File: config.mk
export PLATFORM = sky130hd
export DESIGN_NAME = shake_gesture_detector_unit
export DESIGN_NICKNAME = d
export VERILOG_FILES = /design/src/rtl/core/sgd_pkg.sv /design/src/rtl/core/shake_gesture_detector_unit.sv
export SDC_FILE = /design/constraint.sdc
export NUM_CORES = 1
export LEC_CHECK = 0
export BUFFER_PORTS_ARGS = -buffer_cell sky130_fd_sc_hd__buf_2
export CORE_ASPECT_RATIO = 0.5
export CORE_MARGIN = 3
export CORE_UTILIZATION = 60
export CTS_CLUSTER_SIZE = 40
export DETAILED_ROUTE_END_ITERATION = 16
export PLACE_DENSITY = 0.82
export SYNTH_ARGS = -nofsm -noshare
export SYNTH_HDL_FRONTEND = slang
export SYNTH_SLANG_ARGS = --single-unit
export TNS_END_PERCENT = 100
File: constraint.sdc
create_clock -name clk -period 15.8 [get_ports clk]
set_clock_uncertainty 0.15 [all_clocks]
set_input_delay 2.37 -clock clk [delete_from_list [all_inputs] [get_ports clk]]
set_output_delay 2.37 -clock clk [all_outputs]
set_load 0.05 [all_outputs]
File: src/rtl/core/sgd_pkg.sv
// ----------------------------------------------------------------------------
// sgd_pkg
// Types and constants shared by the shake gesture detector and its checker.
// ----------------------------------------------------------------------------
`default_nettype none

package sgd_pkg;

    // Flip time window
    localparam int WIN_DEPTH = 16;
    localparam int IDX_W     = $clog2(WIN_DEPTH);
    localparam int CNT_W     = $clog2(WIN_DEPTH + 1);

    // Configuration register indexes
    localparam int CFG_IDX_W = 3;
    localparam int CFG_DATA_W = 24;
    localparam logic [CFG_IDX_W-1:0] REG_MIN_MOTION   = 3'd0;
    localparam logic [CFG_IDX_W-1:0] REG_MAX_FLIP_GAP = 3'd1;
    localparam logic [CFG_IDX_W-1:0] REG_FLIPS_NEEDED = 3'd2;
    localparam logic [CFG_IDX_W-1:0] REG_WINDOW       = 3'd3;
    localparam logic [CFG_IDX_W-1:0] REG_IDLE_GAP     = 3'd4;
    localparam logic [CFG_IDX_W-1:0] REG_HOLD         = 3'd5;

    // Reset values of the registers
    localparam logic [14:0] MIN_MOTION_RST   = 15'd20;
    localparam logic [23:0] MAX_FLIP_GAP_RST = 24'd120000;
    localparam logic [4:0]  FLIPS_NEEDED_RST = 5'd3;
    localparam logic [23:0] WINDOW_RST       = 24'd700000;
    localparam logic [23:0] IDLE_GAP_RST     = 24'd250000;
    localparam logic [23:0] HOLD_RST         = 24'd1500000;

    // Request kinds
    localparam logic [1:0] KIND_REL  = 2'd0;
    localparam logic [1:0] KIND_ABS  = 2'd1;
    localparam logic [1:0] KIND_TICK = 2'd2;

    // Motion direction codes
    localparam logic [1:0] DIR_NONE = 2'd0;
    localparam logic [1:0] DIR_POS  = 2'd1;
    localparam logic [1:0] DIR_NEG  = 2'd2;

    typedef struct packed {
        logic [1:0]         kind;
        logic signed [15:0] value;
        logic [31:0]        timestamp_us;
    } in_item_t;

    typedef struct packed {
        logic       shake;
        logic       enlarged;
        logic [4:0] flips_held;
    } out_item_t;

    typedef enum logic [2:0] {
        ST_IDLE,
        ST_EVAL,
        ST_PRUNE,
        ST_STORE,
        ST_DONE
    } state_t;

endpackage

`default_nettype wire

File: src/rtl/core/shake_gesture_detector_unit.sv
// ----------------------------------------------------------------------------
// shake_gesture_detector_unit
// Pointer shake detector: tracks direction flips of strong X motions in a
// window of flip times held in a small synchronous RAM.
// ----------------------------------------------------------------------------
//  channel | direction | handshake               | payload
//  in      | input     | in_valid / in_ready     | in_data (kind, value, timestamp_us)
//  out     | output    | out_valid / out_ready   | out_data (shake, enlarged, flips_held)
//  cfg     | input     | cfg_we (no wait)        | cfg_index, cfg_data
//
//  A request that is not a flip passes ST_EVAL, then ST_DONE, before its result
//  is registered. A flip walks the stored flip times one RAM read a cycle in
//  ST_PRUNE, then passes ST_STORE and ST_DONE; the RAM read port sets the pace
//  of the walk, and ST_DONE waits while the output holds a result not yet taken.
//  One request is worked on at a time; a new one is taken while the last
//  result still waits in the output register.
//  rst_n clears all control state and restores the register defaults at once;
//  the RAM needs no clearing, only entries below the flip count are read.
// ----------------------------------------------------------------------------
`default_nettype none

module shake_gesture_detector_unit (
    input  wire logic                          clk,
    input  wire logic                          rst_n,
    input  wire logic                          in_valid,
    output logic                               in_ready,
    input  wire sgd_pkg::in_item_t             in_data,
    output logic                               out_valid,
    input  wire logic                          out_ready,
    output sgd_pkg::out_item_t                 out_data,
    input  wire logic                          cfg_we,
    input  wire logic [sgd_pkg::CFG_IDX_W-1:0] cfg_index,
    input  wire logic [sgd_pkg::CFG_DATA_W-1:0] cfg_data
);
    import sgd_pkg::*;

    // configuration
    logic [14:0] min_motion_reg;
    logic [23:0] max_flip_gap_reg;
    logic [4:0]  flips_needed_reg;
    logic [23:0] window_reg;
    logic [23:0] idle_gap_reg;
    logic [23:0] hold_reg;

    // control and scalar state
    state_t         state_reg, state_next;
    in_item_t       req_reg, req_next;
    logic [1:0]     last_dir_reg, last_dir_next;
    logic [31:0]    last_time_reg, last_time_next;
    logic [CNT_W-1:0] cnt_reg, cnt_next;
    logic [15:0]    base_reg, base_next;
    logic           base_valid_reg, base_valid_next;
    logic [31:0]    last_seen_reg, last_seen_next;
    logic           hold_active_reg, hold_active_next;
    logic [31:0]    deadline_reg, deadline_next;
    logic [CNT_W-1:0] rd_idx_reg, rd_idx_next;
    logic           rd_pend_reg, rd_pend_next;
    logic [CNT_W-1:0] kept_reg, kept_next;
    logic           shake_reg, shake_next;
    logic           out_valid_reg, out_valid_next;
    out_item_t      out_data_reg, out_data_next;

    // flip time RAM
    logic [31:0]    flip_mem [WIN_DEPTH];
    logic [31:0]    rd_data_reg;
    logic           mem_re;
    logic [IDX_W-1:0] mem_raddr;
    logic           mem_we;
    logic [IDX_W-1:0] mem_waddr;
    logic [31:0]    mem_wdata;

    assign in_ready  = (state_reg == ST_IDLE);
    assign out_valid = out_valid_reg;
    assign out_data  = out_data_reg;

    always_ff @(posedge clk)
    begin
        if (mem_we)
        begin
            flip_mem[mem_waddr] <= mem_wdata;
        end
        if (mem_re)
        begin
            rd_data_reg <= flip_mem[mem_raddr];
        end
    end

    always_ff @(posedge clk or negedge rst_n)
    begin
        if (!rst_n)
        begin
            min_motion_reg   <= MIN_MOTION_RST;
            max_flip_gap_reg <= MAX_FLIP_GAP_RST;
            flips_needed_reg <= FLIPS_NEEDED_RST;
            window_reg       <= WINDOW_RST;
            idle_gap_reg     <= IDLE_GAP_RST;
            hold_reg         <= HOLD_RST;
        end
        else if (cfg_we)
        begin
            case (cfg_index)
                REG_MIN_MOTION:   min_motion_reg   <= cfg_data[14:0];
                REG_MAX_FLIP_GAP: max_flip_gap_reg <= cfg_data;
                REG_FLIPS_NEEDED: flips_needed_reg <= cfg_data[4:0];
                REG_WINDOW:       window_reg       <= cfg_data;
                REG_IDLE_GAP:     idle_gap_reg     <= cfg_data;
                REG_HOLD:         hold_reg         <= cfg_data;
                default:          ;
            endcase
        end
    end

    always_ff @(posedge clk or negedge rst_n)
    begin
        if (!rst_n)
        begin
            state_reg       <= ST_IDLE;
            last_dir_reg    <= DIR_NONE;
            last_time_reg   <= '0;
            cnt_reg         <= '0;
            base_reg        <= '0;
            base_valid_reg  <= 1'b0;
            last_seen_reg   <= '0;
            hold_active_reg <= 1'b0;
            deadline_reg    <= '0;
            rd_idx_reg      <= '0;
            rd_pend_reg     <= 1'b0;
            kept_reg        <= '0;
            shake_reg       <= 1'b0;
            out_valid_reg   <= 1'b0;
        end
        else
        begin
            state_reg       <= state_next;
            last_dir_reg    <= last_dir_next;
            last_time_reg   <= last_time_next;
            cnt_reg         <= cnt_next;
            base_reg        <= base_next;
            base_valid_reg  <= base_valid_next;
            last_seen_reg   <= last_seen_next;
            hold_active_reg <= hold_active_next;
            deadline_reg    <= deadline_next;
            rd_idx_reg      <= rd_idx_next;
            rd_pend_reg     <= rd_pend_next;
            kept_reg        <= kept_next;
            shake_reg       <= shake_next;
            out_valid_reg   <= out_valid_next;
        end
    end

    always_ff @(posedge clk)
    begin
        req_reg      <= req_next;
        out_data_reg <= out_data_next;
    end

    always_comb
    begin
        logic signed [16:0] dx;
        logic [16:0]        mag;
        logic               take;
        logic               big_move;
        logic [1:0]         dir;
        logic               expired;
        logic               issue;
        logic [CNT_W-1:0]   new_cnt;
        logic [31:0]        tick_age;

        state_next       = state_reg;
        req_next         = req_reg;
        last_dir_next    = last_dir_reg;
        last_time_next   = last_time_reg;
        cnt_next         = cnt_reg;
        base_next        = base_reg;
        base_valid_next  = base_valid_reg;
        last_seen_next   = last_seen_reg;
        hold_active_next = hold_active_reg;
        deadline_next    = deadline_reg;
        rd_idx_next      = rd_idx_reg;
        rd_pend_next     = 1'b0;
        kept_next        = kept_reg;
        shake_next       = shake_reg;
        out_valid_next   = out_valid_reg;
        out_data_next    = out_data_reg;
        mem_re           = 1'b0;
        mem_raddr        = rd_idx_reg[IDX_W-1:0];
        mem_we           = 1'b0;
        mem_waddr        = kept_reg[IDX_W-1:0];
        mem_wdata        = rd_data_reg;

        dx       = '0;
        take     = 1'b0;
        expired  = 1'b0;
        issue    = 1'b0;
        new_cnt  = '0;
        tick_age = req_reg.timestamp_us - deadline_reg;

        if (out_valid_reg && out_ready)
        begin
            out_valid_next = 1'b0;
        end

        case (state_reg)
            ST_IDLE:
            begin
                if (in_valid)
                begin
                    req_next   = in_data;
                    state_next = ST_EVAL;
                end
            end

            ST_EVAL:
            begin
                shake_next = 1'b0;
                state_next = ST_DONE;
                case (req_reg.kind)
                    KIND_REL:
                    begin
                        dx   = {req_reg.value[15], req_reg.value};
                        take = 1'b1;
                    end
                    KIND_ABS:
                    begin
                        expired = base_valid_reg &&
                                  ((req_reg.timestamp_us - last_seen_reg) >
                                   {8'd0, idle_gap_reg});
                        last_seen_next = req_reg.timestamp_us;
                        base_next      = req_reg.value;
                        base_valid_next = 1'b1;
                        if (base_valid_reg && !expired)
                        begin
                            dx   = 17'({req_reg.value[15], req_reg.value} -
                                       {base_reg[15], base_reg});
                            take = 1'b1;
                        end
                    end
                    KIND_TICK:
                    begin
                        if (hold_active_reg && !tick_age[31])
                        begin
                            hold_active_next = 1'b0;
                            deadline_next    = '0;
                        end
                    end
                    default: ;
                endcase

                // zero counts as negative; dx never reaches -65536
                mag      = dx[16] ? 17'(-dx) : 17'(dx);
                big_move = (mag >= {2'd0, min_motion_reg});
                dir      = (!dx[16] && (dx != '0)) ? DIR_POS : DIR_NEG;
                if (take && big_move)
                begin
                    last_dir_next  = dir;
                    last_time_next = req_reg.timestamp_us;
                    if ((last_dir_reg != DIR_NONE) && (dir != last_dir_reg) &&
                        ((req_reg.timestamp_us - last_time_reg) <=
                         {8'd0, max_flip_gap_reg}))
                    begin
                        rd_idx_next = '0;
                        kept_next   = '0;
                        state_next  = ST_PRUNE;
                    end
                end
            end

            ST_PRUNE:
            begin
                // compact the window in place: reads run ahead of writes
                issue = (rd_idx_reg < cnt_reg);
                if (issue)
                begin
                    mem_re       = 1'b1;
                    rd_idx_next  = rd_idx_reg + 1'b1;
                    rd_pend_next = 1'b1;
                end
                if (rd_pend_reg)
                begin
                    if ((req_reg.timestamp_us - rd_data_reg) <= {8'd0, window_reg})
                    begin
                        mem_we    = 1'b1;
                        kept_next = kept_reg + 1'b1;
                    end
                end
                if (!issue && !rd_pend_reg)
                begin
                    state_next = ST_STORE;
                end
            end

            ST_STORE:
            begin
                // new flip is always young enough; dropped only on a full window
                new_cnt = kept_reg;
                if (32'(cnt_reg) < WIN_DEPTH)
                begin
                    mem_we    = 1'b1;
                    mem_wdata = req_reg.timestamp_us;
                    new_cnt   = kept_reg + 1'b1;
                end
                cnt_next = new_cnt;
                if (32'(new_cnt) >= 32'(flips_needed_reg))
                begin
                    cnt_next         = '0;
                    shake_next       = 1'b1;
                    hold_active_next = 1'b1;
                    deadline_next    = req_reg.timestamp_us + {8'd0, hold_reg};
                end
                state_next = ST_DONE;
            end

            ST_DONE:
            begin
                if (!out_valid_reg || out_ready)
                begin
                    out_valid_next           = 1'b1;
                    out_data_next.shake      = shake_reg;
                    out_data_next.enlarged   = hold_active_reg;
                    out_data_next.flips_held = 5'(cnt_reg);
                    state_next               = ST_IDLE;
                end
            end

            default:
            begin
                state_next = ST_IDLE;
            end
        endcase
    end

endmodule

`default_nettype wire

-- Word-level counts from Yosys, hierarchy flattened
Memories as Yosys holds them, arrays and structs flattened. A register that Yosys moved wholly into a read port is not among the register bits.
Index checks and enable logic that the tools add are counted.
- flip-flop bits (word level): 310
- RAM bits: 512
- bits of input ports: 82
- output and inout bits: 9
- logic and storage cells: 150
- memories: 1
- $add $sub $neg: 9
- $lt $le $gt $ge: 7
- equality and inequality tests: 23
- mux-type cells: 46
- reduce and logical (&&, ||, !) cells: 38
- memories (memory ; words ; bits a word ; read ports ; clocked after memory_dff ; write ports ; line ; RTL):
    flip_mem ; 16 ; 32 ; 1 ; 1 ; 1 ; shake_gesture_detector_unit.sv:64 ; logic [31:0] flip_mem [WIN_DEPTH];
- operator list (operator ; number):
    2-to-1 mux 32 bit ; 5
    subtractor 32 bit ; 4
    <= comparator 32 x 24 -> 1 bit ; 2
    one-hot mux 32 bit (2 select lines) ; 1
    2-to-1 mux 17 bit ; 3
    2-to-1 mux 5 bit ; 8
    one-hot mux 17 bit (2 select lines) ; 1
    adder 32 x 24 -> 32 bit ; 1
    > comparator 32 x 24 -> 1 bit ; 1
    AND reduction 2 bit ; 11
    inequality test 2 bit, second input constant ; 10
    one-hot mux 5 bit (2 select lines) ; 2
    >= comparator 17 x 15 -> 1 bit ; 1
    negator 17 bit ; 1
    nonzero test 17 bit ; 1
    subtractor 16 x 16 -> 17 bit ; 1
    2-to-1 mux 1 bit ; 15
    2-to-1 mux 3 bit ; 5
    one-hot mux 3 bit (5 select lines) ; 1
    == test 3 x 2 -> 1 bit, second input constant ; 4
    adder 5 x 1 -> 5 bit, second input constant ; 2
    == test 3 bit, second input constant ; 3
    logical AND 1 bit ; 9
    one-hot mux 1 bit (2 select lines) ; 4
    other kinds (17) ; 27

-- Logic depth before layout (Yosys ltp)
- word-level depth: 17
- mapped depth: 46
- depth with buffers taken out: 43

-- Worst setup path before layout
OpenSTA, ideal clock, no wires.
- path kind: reg-to-reg
- start point: register req_reg[0] (netlist bit)
- end point: register last_time_reg[27]
- library setup time: 0.125 ns
- data arrival time: 8.630 ns
- data required time: 15.525 ns
- setup slack: 6.895 ns
- stages on the path, launching flop included: 41
- path buffers: 2
- clock period less this slack: 8.905 ns
- cell sequence: edfxtp_1 > inv_1 > ha_1 > inv_1 > fa_1 > a21oi_1 > o211ai_1 > nor2_1 > nor3_1 > nor2_1 > o21ai_0 > a21o_1 > a21oi_1 > xnor2_1 > ha_1 > nand4_1 > or3_1 > or4_1 > (+5 left out) > nand2_1 > a21o_1 > ha_1 > o21a_1 > and3_1 > a21boi_0 > a31oi_1 > xor2_1 > ha_1 > a21o_1 > a21o_1 > a2111oi_0 > a21oi_1 > or4b_4 > o211ai_2 > buf_6 > buf_12 > mux2_4
- longest elaborated chain between the ends: 13
- elaborated cells between the ends (all ways): 16
- classes of those cells: add/sub: 2; order compare: 2; mux: 7; reduce/logical: 5
- ends and longest elaborated chain (what ; line ; RTL):
    start: declaration ; shake_gesture_detector_unit.sv:47 ; in_item_t req_reg, req_next;
    start signal: assignment ; shake_gesture_detector_unit.sv:153 ; req_reg <= req_next;
    subtractor 32 bit * ; shake_gesture_detector_unit.sv:226 ; ((req_reg.timestamp_us - last_seen_reg) >
    > comparator 32 x 24 -> 1 bit * ; shake_gesture_detector_unit.sv:226 ;
    logical AND 1 bit * ; shake_gesture_detector_unit.sv:225 ; expired = base_valid_reg &&
    zero test 1 bit * ; shake_gesture_detector_unit.sv:231 ; if (base_valid_reg && !expired)
    logical AND 1 bit * ; shake_gesture_detector_unit.sv:231 ;
    2-to-1 mux 17 bit ; shake_gesture_detector_unit.sv:231 ;
    one-hot mux 17 bit (2 select lines) ; shake_gesture_detector_unit.sv:217 ; case (req_reg.kind)
    2-to-1 mux 17 bit ; shake_gesture_detector_unit.sv:203 ; case (state_reg)
    negator 17 bit ; shake_gesture_detector_unit.sv:250 ; mag = dx[16] ? 17'(-dx) : 17'(dx);
    2-to-1 mux 17 bit ; shake_gesture_detector_unit.sv:250 ;
    >= comparator 17 x 15 -> 1 bit ; shake_gesture_detector_unit.sv:251 ; big_move = (mag >= {2'd0, min_motion_reg});
    logical AND 1 bit * ; shake_gesture_detector_unit.sv:253 ; if (take && big_move)
    AND reduction 2 bit (no line) * ; - ;
    end signal: assignment ; shake_gesture_detector_unit.sv:136 ; last_time_reg <= last_time_next;
    end: declaration ; shake_gesture_detector_unit.sv:49 ; logic [31:0] last_time_reg, last_time_next;
Every way passes the cells marked *; elsewhere a longest branch is shown, timed or not. The select of a mux whose other input is x is not followed.
A chain may end at the register's enable or synchronous reset.

-- Worst setup path in the final report
- start point: register req_reg[0] (netlist bit)
- end point: register kept_reg[0]
- longest elaborated chain between the ends: 16
- elaborated cells between the ends (all ways): 30
- classes of those cells: add/sub: 4; order compare: 4; eq/ne: 4; mux: 8; reduce/logical: 10
- ends and longest elaborated chain (what ; line ; RTL):
    branches (longest 15 deep; another with subtractor 32 bit) ; - ;
    AND reduction 5 bit (no line) * ; - ;
    end signal: assignment ; shake_gesture_detector_unit.sv:145 ; kept_reg <= kept_next;
    end: declaration ; shake_gesture_detector_unit.sv:58 ; logic [CNT_W-1:0] kept_reg, kept_next;
Mark *: on every way between the ends. The select of a mux whose other input is x is not followed.

==> summary.md <==
Global routing used 31.1% of the available tracks. The clock passes through at most 3 buffers. Measured along the x axis, the die boundary spans 386 um.

The total number of yosys warnings was 0; the fraction of registers with async set/reset was 29.6%. In this design, the stage delay of the slowest critical-path cell is 0.55 ns. For this run, the top clock speed supported by timing is 93.9 MHz.

Buffers inserted during clock tree synthesis total 75. Total half-perimeter wirelength after legalization and detailed placement: 71700 um. The number of antenna violations at the first check in global routing was 3.

Number of buffers added to fix hold violations after cts: 0. Counting every instance in the synthesized netlist gives 3272. The synthesized area per cell was 13.2 um2. On the critical path the largest part of the delay comes from compound AO/OA/AOI/OAI gates.

The count of state elements after synthesis was 854. The die is 196 um tall. The worst-case IR drop observed on VDD is 0.129 mV.

The quantity of gates resized following cts was 0. The first detailed-routing pass ran for 7 iterations. The path type of the worst setup path was reg -> reg.

Across the run, the number of max-cap violations was 0. During placement, the flow inserted port buffers numbering 90. The total power draw is 7.02 mW. After detailed routing, the number of vias per cell comes to 6.56. In the final routed layout, each cell accounts on average for 26.3 um.

After detailed routing, the number of remaining DRC violations is 0. Number of sinks driven by the clock tree: 854. The final-layout setup total negative slack is 0 ns.

The area growth from synthesis to layout is 10.4%. In this run the worst hold path is classified as reg -> reg. For this design the top-level I/O count stands at 91.

The flip-flop count of the largest register after layout came out at 512. The arrival time at the worst endpoint was 11.04 ns; the first-iteration detailed-routing DRC count was 3900. The run gives 70200 um2 as the core area. In this run, distinct cell masters in the synthesized netlist total 89. STA classifies the critical path endpoint as a flop. The cell with the largest stage delay on the worst path is or4_1. Detailed routing inserted a total of 29100 vias. The number of flops mapped to enable cells by yosys was 601. The cell sitting at the root of the clock tree is a clkbuf_16.

The tools report the number of global-route vias before repair as 29200. Routability congestion estimate from global placement: 0.916. After synthesis the cells add up to 43300 um2. The largest fanout on the critical path was 40. Dividing total power by cell area gives a power density of 147 nW/um2. The final setup slack of the worst path came out at 5.15 ns.

The type of origin of the critical path was a flop. Once the clock tree was built, the setup fixing pass inserted 0 buffers. When the netlist entered floorplanning its net count stood at 3624.

The share of final-layout standard cells stronger than drive strength 1 came out at 19.6%. Entering global routing, the biggest net connects 127 pins. The tools report the worst-skew pair later-pin latency as 0.68 ns. The transition time at the pin with the least slew margin is 1.06 ns. STA puts the critical path data required time at 16.19 ns. The clock transition at the register clock pins on the worst setup and hold paths after CTS was 0.07 ns. The post-detailed-route count of antenna-violating nets was 0; the final-report hold violation count was 0. The die covers 75600 um2. The first global-routing pass estimated 176000 um of wire.

The critical path contains buffers and inverters numbering 3 combined. Worst slew margin relative to its limit: 29.0%. Once the floorplan was initialized, standard cells occupied 61.7% of the core. For the global route total overflow, the log shows 0.

The total number of H-tree levels is 3. TritonCTS built the clock tree. Dividing the final minimum period by the clock period gives 67.4%. Wires add up to 117000 um. The number of nets in the final layout came out at 3784. The most used flip-flop cell after synthesis is edfxtp_1. The logs give 56.4% for the register area share after synthesis and 0.323 ns for the worst hold margin. The layout has 4659 filler cells. The run gives 18.4 nW as the leakage power of the design. The run finished with clean final reports.

The floorplan has 68 rows. The final period demand of the worst path came out at 10.65 ns. The final count of pins violating max slew is 0, and the post-placement setup slack is 5.26 ns. Cell repeated most along the worst path: ha_1. Setup repair after global routing left no endpoint under its margin. The run gives 0 as the final setup violation count.
==> Yosys cell counts, drive strengths merged (24+ instances only) <==
master | n | area share, %
o21a | 30 | 0.52
inv | 270 | 2.3
nand3 | 43 | 0.50
a21o | 90 | 1.6
a21oi | 149 | 1.7
nor3 | 34 | 0.39
mux4 | 160 | 8.3
dfstp | 37 | 2.2
nand2 | 242 | 2.1
and3 | 24 | 0.35
nand4 | 42 | 0.61
a22o | 29 | 0.59
dfrtp | 216 | 12
ha | 265 | 7.7
clkbuf | 80 | 0.69
mux2 | 135 | 3.5
xor2 | 56 | 1.1
xnor2 | 72 | 1.5
edfxtp | 601 | 42
nor2b | 35 | 0.51
nand2b | 36 | 0.52
nor2 | 110 | 0.97
o21ai | 219 | 2.5
==> report_power, final <==
| part | total [mW] | internal (mW) | switching [mW] |
|---|---|---|---|
| Sequential | 2.70 | 2.59 | 0.107 |
| Combinational | 2.45 | 1.02 | 1.43 |
| Clock | 1.88 | 1.00 | 0.872 |
| Total | 7.02 | 4.61 | 2.41 |
==> cells in the final DEF, fill, tap and decap left out, drive strengths merged, types with 16 or more instances in the layout <==
cell type / count
a21o: 90
a21oi: 149
a22o: 29
a31oi: 16
and3: 24
buf: 183
clkbuf: 97
clkinv: 25
dfrtp: 216
dfstp: 37
edfxtp: 601
ha: 265
inv: 273
mux2: 135
mux4: 160
nand2: 242
nand2b: 36
nand3: 43
nand4: 42
nor2: 110
nor2b: 35
nor3: 34
o21a: 30
o21ai: 219
o21bai: 18
o31ai: 18
xnor2: 72
xor2: 56
==> stage by stage <==
stage               utilization [%]  instance area [um2]  instances
floorplan                         -                43300       3272
global placement               64.6                45300       4300
detailed placement             64.6                45300       4300
CTS                            68.1                47800       4431
global route                   68.1                47800       4433
finish                         68.1                47800       4433
==> final timing paths <==
path	startpoint	to	slack, ns	cells past startpoint
max in group asynchronous	rst_n	rd_idx_reg[0]	12.23	2
hold reg to reg	cnt_reg[1]	out_data[1]	0.32	0
min in group asynchronous	rst_n	max_flip_gap_reg[5]	1.63	1
setup / recovery	req_reg[0]	kept_reg[0]	5.15	44
hold / removal	cnt_reg[1]	out_data[1]	0.32	0
setup reg to reg	req_reg[0]	kept_reg[0]	5.15	44
==> per-layer routing <==
metal | vias to the layer above | global-route usage (%) | wire [um]
met5 | - | 0.383 | 46
li1 | 12600 | - | -
met1 | 14300 | 41.3 | 44400
met4 | 2 | 12.0 | 4840
met3 | 369 | 8.36 | 13100
met2 | 1744 | 49.5 | 54200
==> final cells by class <==
type / count / area (um2) / share of cell area, %
tap: 945 / 1180 / 2.47
sequential: 854 / 24400 / 51.1
inverter: 270 / 1010 / 2.12
clock inverter: 34 / 358 / 0.749
antenna: 2 / 5.00 / 0.0105
timing repair buffer: 183 / 1170 / 2.45
multi-input combinational: 2048 / 17500 / 36.7
clock buffer: 97 / 2070 / 4.34
==> logic make-up (layout without fill, tap and decap cells) <==
group                      after synthesis  in the layout  share of synthesized area [%]
other                                    0              2                              0
muxes                                  301            301                           12.0
buffers and inverters                  370            584                           3.28
and+or+nand+nor                        661            661                           7.63
xor gates and xnor gates               128            128                           2.59
DFF                                    854            854                           56.4
adders and majority gates              270            270                           7.89
AOI/OAI and AO/OA                      688            688                           10.2
No activity file was read; power rests on OpenSTA's default activity.
